File: src/sv/hsp_pkg.sv
`default_nettype none

package hsp_pkg;

	localparam int MAX_SECTORS_DEF  = 32;
	localparam int CORDIC_STEPS_DEF = 16;

	localparam logic [15:0]        ONE_Q15           = 16'd32768;
	localparam logic signed [15:0] FOV_HALF          = 16'sd16384;
	localparam logic [5:0]         DEFAULT_SECTORS   = 6'd18;
	localparam logic [15:0]        DEFAULT_THRESHOLD = 16'd66;

	// Configuration register indexes.
	localparam logic CFG_NUM_SECTORS     = 1'b0;
	localparam logic CFG_STILL_THRESHOLD = 1'b1;

	// Position difference width and CORDIC working width (gain headroom included).
	localparam int DELTA_W  = 33;
	localparam int CORDIC_W = 36;
	localparam int ATAN_LEN = 24;
	localparam int STEP_W   = $clog2(ATAN_LEN);

	typedef struct packed {
		logic wr_en;
		logic clear;
		logic rd_en;
	} hsp_wt_ctrl_t;

	// Arctangent of 2^-i in units of 2^-32 turn.
	function automatic logic [31:0] atan_turn(input logic [STEP_W-1:0] idx);
		logic [31:0] r;
		case (idx)
			5'd0:    r = 32'h20000000;
			5'd1:    r = 32'h12E4051E;
			5'd2:    r = 32'h09FB385B;
			5'd3:    r = 32'h051111D4;
			5'd4:    r = 32'h028B0D43;
			5'd5:    r = 32'h0145D7E1;
			5'd6:    r = 32'h00A2F61E;
			5'd7:    r = 32'h00517C55;
			5'd8:    r = 32'h0028BE53;
			5'd9:    r = 32'h00145F2F;
			5'd10:   r = 32'h000A2F98;
			5'd11:   r = 32'h000517CC;
			5'd12:   r = 32'h00028BE6;
			5'd13:   r = 32'h000145F3;
			5'd14:   r = 32'h0000A2FA;
			5'd15:   r = 32'h0000517D;
			5'd16:   r = 32'h000028BE;
			5'd17:   r = 32'h0000145F;
			5'd18:   r = 32'h00000A30;
			5'd19:   r = 32'h00000518;
			5'd20:   r = 32'h0000028C;
			5'd21:   r = 32'h00000146;
			5'd22:   r = 32'h000000A3;
			5'd23:   r = 32'h00000051;
			default: r = 32'h00000000;
		endcase
		return r;
	endfunction

endpackage

`default_nettype wire

File: src/sv/hsp_cordic.sv
`default_nettype none

module hsp_cordic #(
	parameter int STEPS = hsp_pkg::CORDIC_STEPS_DEF
) (
	input  wire logic                                 clk,
	input  wire logic                                 arst_n,
	input  wire logic                                 start,
	input  wire logic signed [hsp_pkg::DELTA_W-1:0]   x_in,
	input  wire logic signed [hsp_pkg::DELTA_W-1:0]   y_in,
	output logic                                      done,
	output logic [15:0]                               angle
);
	import hsp_pkg::*;

	logic                       run_q;
	logic                       done_q;
	logic [STEP_W-1:0]          step_q;
	logic signed [CORDIC_W-1:0] x_q, y_q;
	logic [31:0]                z_q;
	logic [15:0]                angle_q;

	logic signed [CORDIC_W-1:0] x_ext, y_ext;
	logic signed [CORDIC_W-1:0] xs, ys, x_n, y_n;
	logic [31:0]                z_n, z_round;
	logic                       last;

	assign x_ext = CORDIC_W'(x_in);
	assign y_ext = CORDIC_W'(y_in);

	assign xs   = x_q >>> step_q;
	assign ys   = y_q >>> step_q;
	assign last = (step_q == STEP_W'(STEPS - 1));

	always_comb begin
		if (!y_q[CORDIC_W-1]) begin
			x_n = x_q + ys;
			y_n = y_q - xs;
			z_n = z_q + atan_turn(step_q);
		end else begin
			x_n = x_q - ys;
			y_n = y_q + xs;
			z_n = z_q - atan_turn(step_q);
		end
	end

	assign z_round = z_n + 32'h00008000;

	always_ff @(posedge clk or negedge arst_n) begin
		if (!arst_n) begin
			run_q  <= 1'b0;
			done_q <= 1'b0;
			step_q <= '0;
		end else begin
			done_q <= 1'b0;
			if (start) begin
				run_q  <= 1'b1;
				step_q <= '0;
			end else if (run_q) begin
				step_q <= step_q + STEP_W'(1);
				if (last) begin
					run_q  <= 1'b0;
					done_q <= 1'b1;
				end
			end
		end
	end

	// A vector in the left half-plane is first turned by a quarter turn.
	always_ff @(posedge clk) begin
		if (start) begin
			if (x_ext < 0) begin
				if (y_ext >= 0) begin
					x_q <= y_ext;
					y_q <= -x_ext;
					z_q <= 32'h40000000;
				end else begin
					x_q <= -y_ext;
					y_q <= x_ext;
					z_q <= 32'hC0000000;
				end
			end else begin
				x_q <= x_ext;
				y_q <= y_ext;
				z_q <= 32'h00000000;
			end
		end else if (run_q) begin
			x_q <= x_n;
			y_q <= y_n;
			z_q <= z_n;
			if (last) begin
				angle_q <= z_round[31:16];
			end
		end
	end

	assign done  = done_q;
	assign angle = angle_q;

endmodule

`default_nettype wire

File: src/sv/hsp_weights.sv
`default_nettype none

module hsp_weights #(
	parameter int DEPTH = hsp_pkg::MAX_SECTORS_DEF,
	parameter int AW    = (DEPTH > 1) ? $clog2(DEPTH) : 1
) (
	input  wire logic                  clk,
	input  wire logic                  arst_n,
	input  wire hsp_pkg::hsp_wt_ctrl_t ctrl,
	input  wire logic [AW-1:0]         wr_addr,
	input  wire logic [15:0]           wr_data,
	input  wire logic [AW-1:0]         rd_addr,
	output logic [15:0]                rd_data
);
	import hsp_pkg::*;

	logic [15:0]      mem [DEPTH];
	logic [DEPTH-1:0] valid_q;
	logic [15:0]      mem_rd_q;
	logic             hit_q;

	always_ff @(posedge clk) begin
		if (ctrl.wr_en) begin
			mem[wr_addr] <= wr_data;
		end
	end

	always_ff @(posedge clk) begin
		if (ctrl.rd_en) begin
			mem_rd_q <= mem[rd_addr];
		end
	end

	// An entry that was never written since the last table reset reads as 1.0.
	always_ff @(posedge clk or negedge arst_n) begin
		if (!arst_n) begin
			valid_q <= '0;
			hit_q   <= 1'b0;
		end else begin
			if (ctrl.clear) begin
				valid_q <= '0;
			end
			if (ctrl.wr_en) begin
				valid_q[wr_addr] <= 1'b1;
			end
			if (ctrl.rd_en) begin
				hit_q <= valid_q[rd_addr];
			end
		end
	end

	assign rd_data = hit_q ? mem_rd_q : ONE_Q15;

endmodule

`default_nettype wire

File: src/sv/heading_sector_penalty.sv
// Heading sector penalty scorer.
//
// Input channel (in_valid / in_stall): an item with mode 0 writes one sector
// weight if its index is below the sector count and produces no result; the
// block is ready again at once. An item with mode 1 scores a trajectory and
// produces exactly one result on the output channel (out_valid / out_stall).
// A score item steps through S_ABS, S_MT, S_MX, S_MY and S_CMP, waits in
// S_CORD for the CORDIC that resolves one angle bit per cycle, then steps
// through S_SECT, S_RD and S_FIN to the output register; S_RD is skipped
// when the heading is out of view. Scores with a still or zero displacement
// skip S_CORD, items without poses go from acceptance straight to S_SECT,
// and scores before any weight has arrived go straight to S_FIN. The next
// item is taken once a score has reached the output register. in_stall is
// high while a score item is in work, so one item is scored at a time; a
// write item is taken even while a result waits.
// When the receiver stalls, the result is held in the output register and
// a finished score waits until that register is free.
// Configuration (cfg_valid / cfg_ready, cfg_index, cfg_data) is always
// ready and must only be written while the block is idle.
// Reset makes every sector weight 1.0, clears the weights-received flag and
// loads a count of 18 sectors and still_threshold 66; no clearing pass is needed.
`default_nettype none

module heading_sector_penalty #(
	parameter int MAX_SECTORS  = hsp_pkg::MAX_SECTORS_DEF,
	parameter int CORDIC_STEPS = hsp_pkg::CORDIC_STEPS_DEF
) (
	input  wire logic               clk,
	input  wire logic               arst_n,

	input  wire logic               in_valid,
	output logic                    in_stall,
	input  wire logic               mode,
	input  wire logic               message_start,
	input  wire logic [4:0]         weight_index,
	input  wire logic [15:0]        weight_value,
	input  wire logic               has_poses,
	input  wire logic signed [31:0] start_x,
	input  wire logic signed [31:0] start_y,
	input  wire logic signed [31:0] end_x,
	input  wire logic signed [31:0] end_y,
	input  wire logic signed [15:0] end_yaw,

	output logic                    out_valid,
	input  wire logic               out_stall,
	output logic [15:0]             penalty,
	output logic [4:0]              sector,
	output logic                    out_of_view,
	output logic                    neutral,

	input  wire logic               cfg_valid,
	output logic                    cfg_ready,
	input  wire logic               cfg_index,
	input  wire logic [15:0]        cfg_data
);
	import hsp_pkg::*;

	localparam int AW = (MAX_SECTORS > 1) ? $clog2(MAX_SECTORS) : 1;

	localparam logic [3:0] S_IDLE = 4'd0;
	localparam logic [3:0] S_ABS  = 4'd1;
	localparam logic [3:0] S_MT   = 4'd2;
	localparam logic [3:0] S_MX   = 4'd3;
	localparam logic [3:0] S_MY   = 4'd4;
	localparam logic [3:0] S_CMP  = 4'd5;
	localparam logic [3:0] S_CORD = 4'd6;
	localparam logic [3:0] S_SECT = 4'd7;
	localparam logic [3:0] S_RD   = 4'd8;
	localparam logic [3:0] S_FIN  = 4'd9;

	logic [3:0]  state_q;
	logic [5:0]  n_sectors_q;
	logic [15:0] still_threshold_q;
	logic        weights_received_q;

	logic signed [DELTA_W-1:0] dx_q, dy_q;
	logic [DELTA_W-1:0]        ax_q, ay_q;
	logic                      zero_q, small_q;
	logic [31:0]               thr_sq_q;
	logic [32:0]               acc_q;
	logic signed [15:0]        yaw_q;
	logic signed [15:0]        heading_q;
	logic [5:0]                idx_q;

	logic [15:0] res_pen_q;
	logic [4:0]  res_sector_q;
	logic        res_oov_q, res_neutral_q, res_use_w_q;

	logic        out_valid_q;
	logic [15:0] penalty_q;
	logic [4:0]  sector_q;
	logic        out_of_view_q, neutral_q;

	logic        in_accept;
	logic        out_free;
	logic [5:0]  n_raw, n_eff;
	logic [15:0] mul_a, mul_b;
	logic [31:0] prod;
	logic [15:0] hoff;
	logic        heading_oov;
	logic [6:0]  idx_wide;
	logic [5:0]  idx_clamped;
	logic        still;
	logic [15:0] wr_value;
	logic [15:0] fin_pen;

	hsp_wt_ctrl_t wt_ctrl;
	logic [15:0]  wt_rdata;
	logic         cord_start, cord_done;
	logic [15:0]  cord_angle;

	assign in_stall  = (state_q != S_IDLE);
	assign in_accept = in_valid && !in_stall;
	assign out_free  = !out_valid_q || !out_stall;
	assign cfg_ready = 1'b1;

	// A zero count means the default, and the count never exceeds the table.
	assign n_raw = (n_sectors_q == 6'd0) ? DEFAULT_SECTORS : n_sectors_q;
	assign n_eff = ({3'b000, n_raw} > 9'(MAX_SECTORS)) ? 6'(MAX_SECTORS) : n_raw;

	// The single multiplier serves the threshold square, both distance
	// squares and the sector scaling in turn.
	always_comb begin
		case (state_q)
			S_MT: begin
				mul_a = still_threshold_q;
				mul_b = still_threshold_q;
			end
			S_MX: begin
				mul_a = ax_q[15:0];
				mul_b = ax_q[15:0];
			end
			S_MY: begin
				mul_a = ay_q[15:0];
				mul_b = ay_q[15:0];
			end
			S_SECT: begin
				mul_a = hoff;
				mul_b = {10'd0, n_eff};
			end
			default: begin
				mul_a = 16'd0;
				mul_b = 16'd0;
			end
		endcase
	end

	assign prod = 32'(mul_a) * 32'(mul_b);

	assign hoff        = 16'(heading_q + FOV_HALF);
	assign heading_oov = (heading_q < -FOV_HALF) || (heading_q > FOV_HALF);
	assign idx_wide    = prod[21:15];
	assign idx_clamped = (idx_wide >= {1'b0, n_eff}) ? (n_eff - 6'd1) : idx_wide[5:0];

	// The squares are only exact when both magnitudes are below the threshold.
	assign still = small_q && (acc_q < {1'b0, thr_sq_q});

	assign wr_value = (weight_value > ONE_Q15) ? ONE_Q15 : weight_value;

	assign wt_ctrl.wr_en = in_accept && !mode && ({1'b0, weight_index} < n_eff);
	assign wt_ctrl.clear = in_accept && !mode && message_start;
	assign wt_ctrl.rd_en = (state_q == S_RD);

	assign cord_start = (state_q == S_CMP) && !still && !zero_q;

	assign fin_pen = res_use_w_q ? (ONE_Q15 - wt_rdata) : res_pen_q;

	hsp_weights #(
		.DEPTH (MAX_SECTORS),
		.AW    (AW)
	) u_weights (
		.clk     (clk),
		.arst_n  (arst_n),
		.ctrl    (wt_ctrl),
		.wr_addr (AW'(weight_index)),
		.wr_data (wr_value),
		.rd_addr (AW'(idx_q)),
		.rd_data (wt_rdata)
	);

	hsp_cordic #(
		.STEPS (CORDIC_STEPS)
	) u_cordic (
		.clk    (clk),
		.arst_n (arst_n),
		.start  (cord_start),
		.x_in   (dx_q),
		.y_in   (dy_q),
		.done   (cord_done),
		.angle  (cord_angle)
	);

	always_ff @(posedge clk or negedge arst_n) begin
		if (!arst_n) begin
			n_sectors_q       <= DEFAULT_SECTORS;
			still_threshold_q <= DEFAULT_THRESHOLD;
		end else if (cfg_valid && cfg_ready) begin
			case (cfg_index)
				CFG_NUM_SECTORS:     n_sectors_q       <= cfg_data[5:0];
				CFG_STILL_THRESHOLD: still_threshold_q <= cfg_data;
				default: ;
			endcase
		end
	end

	always_ff @(posedge clk or negedge arst_n) begin
		if (!arst_n) begin
			state_q            <= S_IDLE;
			weights_received_q <= 1'b0;
			out_valid_q        <= 1'b0;
		end else begin
			if (out_valid_q && !out_stall) begin
				out_valid_q <= 1'b0;
			end
			case (state_q)
				S_IDLE: begin
					if (in_accept) begin
						if (!mode) begin
							weights_received_q <= 1'b1;
						end else if (!weights_received_q) begin
							state_q <= S_FIN;
						end else if (!has_poses) begin
							state_q <= S_SECT;
						end else begin
							state_q <= S_ABS;
						end
					end
				end
				S_ABS:  state_q <= S_MT;
				S_MT:   state_q <= S_MX;
				S_MX:   state_q <= S_MY;
				S_MY:   state_q <= S_CMP;
				S_CMP:  state_q <= cord_start ? S_CORD : S_SECT;
				S_CORD: begin
					if (cord_done) begin
						state_q <= S_SECT;
					end
				end
				S_SECT: state_q <= heading_oov ? S_FIN : S_RD;
				S_RD:   state_q <= S_FIN;
				S_FIN: begin
					if (out_free) begin
						out_valid_q <= 1'b1;
						state_q     <= S_IDLE;
					end
				end
				default: state_q <= S_IDLE;
			endcase
		end
	end

	always_ff @(posedge clk) begin
		case (state_q)
			S_IDLE: begin
				dx_q  <= DELTA_W'(end_x) - DELTA_W'(start_x);
				dy_q  <= DELTA_W'(end_y) - DELTA_W'(start_y);
				yaw_q <= end_yaw;
				heading_q     <= 16'sd0;
				res_pen_q     <= 16'd0;
				res_sector_q  <= 5'd0;
				res_oov_q     <= 1'b0;
				res_neutral_q <= 1'b1;
				res_use_w_q   <= 1'b0;
			end
			S_ABS: begin
				ax_q   <= dx_q[DELTA_W-1] ? DELTA_W'(-dx_q) : DELTA_W'(dx_q);
				ay_q   <= dy_q[DELTA_W-1] ? DELTA_W'(-dy_q) : DELTA_W'(dy_q);
				zero_q <= (dx_q == '0) && (dy_q == '0);
			end
			S_MT: begin
				thr_sq_q <= prod;
				small_q  <= (ax_q < DELTA_W'(still_threshold_q)) &&
				            (ay_q < DELTA_W'(still_threshold_q));
			end
			S_MX: acc_q <= {1'b0, prod};
			S_MY: acc_q <= acc_q + {1'b0, prod};
			S_CMP: begin
				if (still) begin
					heading_q <= yaw_q;
				end
			end
			S_CORD: begin
				if (cord_done) begin
					heading_q <= cord_angle;
				end
			end
			S_SECT: begin
				idx_q         <= idx_clamped;
				res_neutral_q <= 1'b0;
				res_pen_q     <= ONE_Q15;
				res_sector_q  <= 5'd0;
				res_oov_q     <= heading_oov;
			end
			S_RD: begin
				res_sector_q <= idx_q[4:0];
				res_use_w_q  <= 1'b1;
			end
			S_FIN: begin
				if (out_free) begin
					penalty_q     <= fin_pen;
					sector_q      <= res_sector_q;
					out_of_view_q <= res_oov_q;
					neutral_q     <= res_neutral_q;
				end
			end
			default: ;
		endcase
	end

	assign out_valid   = out_valid_q;
	assign penalty     = penalty_q;
	assign sector      = sector_q;
	assign out_of_view = out_of_view_q;
	assign neutral     = neutral_q;

`ifndef SYNTHESIS
	a_penalty_range: assert property (@(posedge clk) disable iff (!arst_n)
		out_valid |-> penalty <= ONE_Q15)
		else $error("penalty above 1.0");

	a_neutral_zero: assert property (@(posedge clk) disable iff (!arst_n)
		out_valid && neutral |-> penalty == 16'd0 && sector == 5'd0 && !out_of_view)
		else $error("neutral item carries a nonzero result");

	a_oov_full: assert property (@(posedge clk) disable iff (!arst_n)
		out_valid && out_of_view |-> penalty == ONE_Q15 && sector == 5'd0 && !neutral)
		else $error("out of view item without full penalty");

	a_cordic_owned: assert property (@(posedge clk) disable iff (!arst_n)
		cord_done |-> state_q == S_CORD)
		else $error("arctangent finished while the sequencer was not waiting");

	a_result_once: assert property (@(posedge clk) disable iff (!arst_n)
		state_q == S_FIN && out_free |=> out_valid && state_q == S_IDLE)
		else $error("finished score was not moved to the output register");
`endif

endmodule

`default_nettype wire
File: config.mk
export PLATFORM = sky130hd
export DESIGN_NAME = heading_sector_penalty
export DESIGN_NICKNAME = d
export VERILOG_FILES = /design/src/sv/hsp_pkg.sv /design/src/sv/hsp_cordic.sv /design/src/sv/hsp_weights.sv /design/src/sv/heading_sector_penalty.sv
export SDC_FILE = /design/constraint.sdc
export NUM_CORES = 2
export LEC_CHECK = 0
export BUFFER_PORTS_ARGS = -buffer_cell sky130_fd_sc_hd__buf_2
export CAP_MARGIN = 5
export CORE_AREA = 2 2 441 443
export CTS_CLUSTER_SIZE = 20
export DETAILED_ROUTE_END_ITERATION = 10
export DIE_AREA = 0 0 443 445
export GPL_ROUTABILITY_DRIVEN = 0
export MAX_ROUTING_LAYER = met4
export PLACE_DENSITY = 0.52
export SLEW_MARGIN = 20
export SYNTH_ARGS = -nofsm -noshare
export SYNTH_HDL_FRONTEND = slang
export SYNTH_SLANG_ARGS = --single-unit
File: constraint.sdc
create_clock -name clk -period 17.5 [get_ports clk]
set_input_delay 1.75 -clock clk [delete_from_list [all_inputs] [get_ports clk]]
set_output_delay 1.75 -clock clk [all_outputs]
set_load 0.005 [all_outputs]
==> qor.csv <==
stage;metric;value;unit
yosys;ys.flop_type;edfxtp_1;
sta;slew_violations;0;
yosys;synth_nets;6717;
yosys;async_flop_share;6.911;%
clock_network;post_cts_resized;0;
sta;fin_crit_sh;63.88;%
placement;place.detailed.hpwl;148.2;mm
global_route;antenna_found_initial;8;
detailed_routing;dr.pass1.iters;9;
floorplanning;initial_core_util;34.86;%
floorplanning;fp.dieW;443;um
critical_path;path_max_fanout;36;
sta;tns;0;ps
detailed_routing;post_drt_wl_per_cell;23.11;um
critical_path;critical_path_class;flop to flop;
yosys;syn_area_per_cell;11.28;sq um
yosys;synth_edf_count;916;
sta;rsz0062_at_grt;no;
placement;port_buffers;214;
final_layout;nFillCells;18452;
yosys;yosysSeqAreaShare;43.65;%
yosys;syn_inst;5932;
detailed_routing;first_iter_violations;4322;
final_layout;finalNetCount;6865;
min_path;hold_class;flop to flop;
global_route;grt_usage;20.71;%
floorplanning;die_h;445;um
global_route;grt_pass1_wl;301.9;mm
critical_path;crit_required;18030;ps
clock_network;cts_tree;yes;
sta;min_period;11180;ps
clock_network;cts_buffers;108;
critical_path;reg2reg_setup_slack;6320;ps
sta;hold_viol_final;0;
sta;relSlewSlack;26.72;%
final_layout;drive_above_1_share;14.56;%
sta;skew;69.18;ps
floorplanning;rows;161;
global_route;first_global_vias;46910;
global_route;grt_max_degree;138;
sta;setup_viol;0;
floorplanning;fp.coreArea;0.1920;sq mm
yosys;synth_warnings;0;
flow_run;cap_violations;0;
clock_network;ctsHoldBuffers;0;
critical_path;critPathTopFamily;adder cells;
critical_path;crit_slowest_cell;dfrtp_1;
clock_network;h-tree-depth;3;
floorplanning;ioPinCount;216;
critical_path;critPathArrivalTime;11710;ps
yosys;synth_cell_types;100;
critical_path;cp-end-kind;flop;
final_layout;area.growth.synth_to_final;11.94;%
global_route;grt_remaining_overflow;0;
detailed_routing;wl;201.2;mm
floorplanning;dieArea;0.1971;sq mm
critical_path;start_kind;flop;
detailed_routing;route.detailed.drc;0;
sta;fmax;0.08946;GHz
yosys;ys_ff_latch;984;
clock_network;root_buffer;clkbuf_16;
final_layout;layout_common_cells;edfxtp_1, nand2_1, inv_1, ha_1, nor2_1;
detailed_routing;antenna_left;0;
clock_network;clk_latency;780;ps
clock_network;postCtsSetupBuffers;0;
sta;tightest_slew;1097;ps
clock_network;clock_path_buffers;3;
clock_network;path_clk_slew;60;ps
yosys;yosysTopAreaCell;edfxtp_1;
detailed_routing;num_vias;47558;
yosys;syn_area;0.06692;sq mm
yosys;synth_area_leaders;edfxtp_1, mux4_2, ha_1, fa_1, xnor2_1;
critical_path;worst_path_most_repeated_cell;inv_1;
yosys;netlist.area_leader.share;41.10;%
critical_path;critPathMaxStageDelay;770;ps
run_status;outcome;complete, no violations;
detailed_routing;via_per_inst;5.463;
clock_network;clock-sinks;984;
final_layout;mostFrequentLayoutCell;edfxtp_1;
critical_path;cp.buffers_inverters;8;
logic make-up after synthesis:
family / after synthesis / synth area share [%]
AO/OA/AOI/OAI: 1304 / 12.67
XOR/XNOR: 412 / 5.392
adder cells (fa/ha/maj): 595 / 13.37
buffers and inverters: 770 / 4.472
flip-flops: 984 / 43.65
multiplexers: 371 / 10.22
other: 1 / 0.005604
AND/OR/NAND/NOR: 1495 / 10.22
final timing paths:
path / startpoint / to / cells after the start
min in group asynchronous: arst_n / still_threshold_q[7]$_DFFE_PN0P_ / 1
hold reg to reg: res_sector_q[3]$_SDFFCE_PN0P_ / sector[3]$_DFFE_PP_ / 0
setup / recovery: state_q[3]$_DFFE_PN0P_ / acc_q[31]$_DFFE_PP_ / 40
hold / removal: res_sector_q[3]$_SDFFCE_PN0P_ / sector[3]$_DFFE_PP_ / 0
max in group asynchronous: arst_n / still_threshold_q[6]$_DFFE_PN1P_ / 2
setup reg to reg: state_q[3]$_DFFE_PN0P_ / acc_q[31]$_DFFE_PP_ / 40
worst reg2reg max path: cells and delay by family (launching register included):
family          cells  cell delay [ps]
compound gates     13             3270
xor+xnor            1              250
fa+ha+maj           8             3590
buf+inv             8             1110
flops               1              770
mux                 1               80
simple gates        9             1900
synth_stat cells, drive strengths merged (80+ instances only):
cell type  instances
a21o             148
a21oi            313
buf               80
clkbuf           191
edfxtp           916
fa               200
ha               395
inv              498
mux4             240
nand2            566
nor2             412
nor3              83
o211ai            84
o21ai            306
xnor2            243
xor2             169
area by class of cell:
cell class	count	area [sq um]	share of cell area (%)
diodes	6	15.01	0.02004
flip-flops and latches	984	29220	39.01
multi-input cells	4178	34970	46.68
clock inverters	65	882.1	1.178
well taps	2526	3161	4.219
clock buffers	139	2953	3.942
repair buffers	309	1832	2.445
inverters	499	1876	2.504
registers in the layout, summed over array words and instances, names as in the netlist, 32 cells and up:
register / flops
ay_q: 33
u_weights.mem: 512
dx_q: 33
u_weights.valid_q: 32
ax_q: 33
u_cordic.y_q: 36
thr_sq_q: 32
u_cordic.x_q: 36
u_cordic.z_q: 32
acc_q: 33
dy_q: 33
per-layer routing:
metal  up-vias  track usage, %  share of wire (%)
li1      22064               -                  -
met1     23563           26.93                 43
met2      1568           33.05                 48
met3       363           2.477                5.4
met4         0           8.149                4.1
met5         -               -                  0
stage by stage:
step,area (sq um),cells,util (%),hold WS [ps],setup WS [ps]
6_report,74910,8706,39.02,406.9,6322
5_1_grt,74900,8704,39.02,431.3,5574
4_1_cts,74800,8699,38.97,412.1,6431
3_5_place_dp,70970,8495,36.97,412.0,6421
3_3_place_gp,70960,8495,36.96,408.7,6692
2_1_floorplan,66920,5932,-,400.3,7168
Power is not shown: default switching activity piles up to over one toggle a cycle in this logic, so the estimate is an artifact.
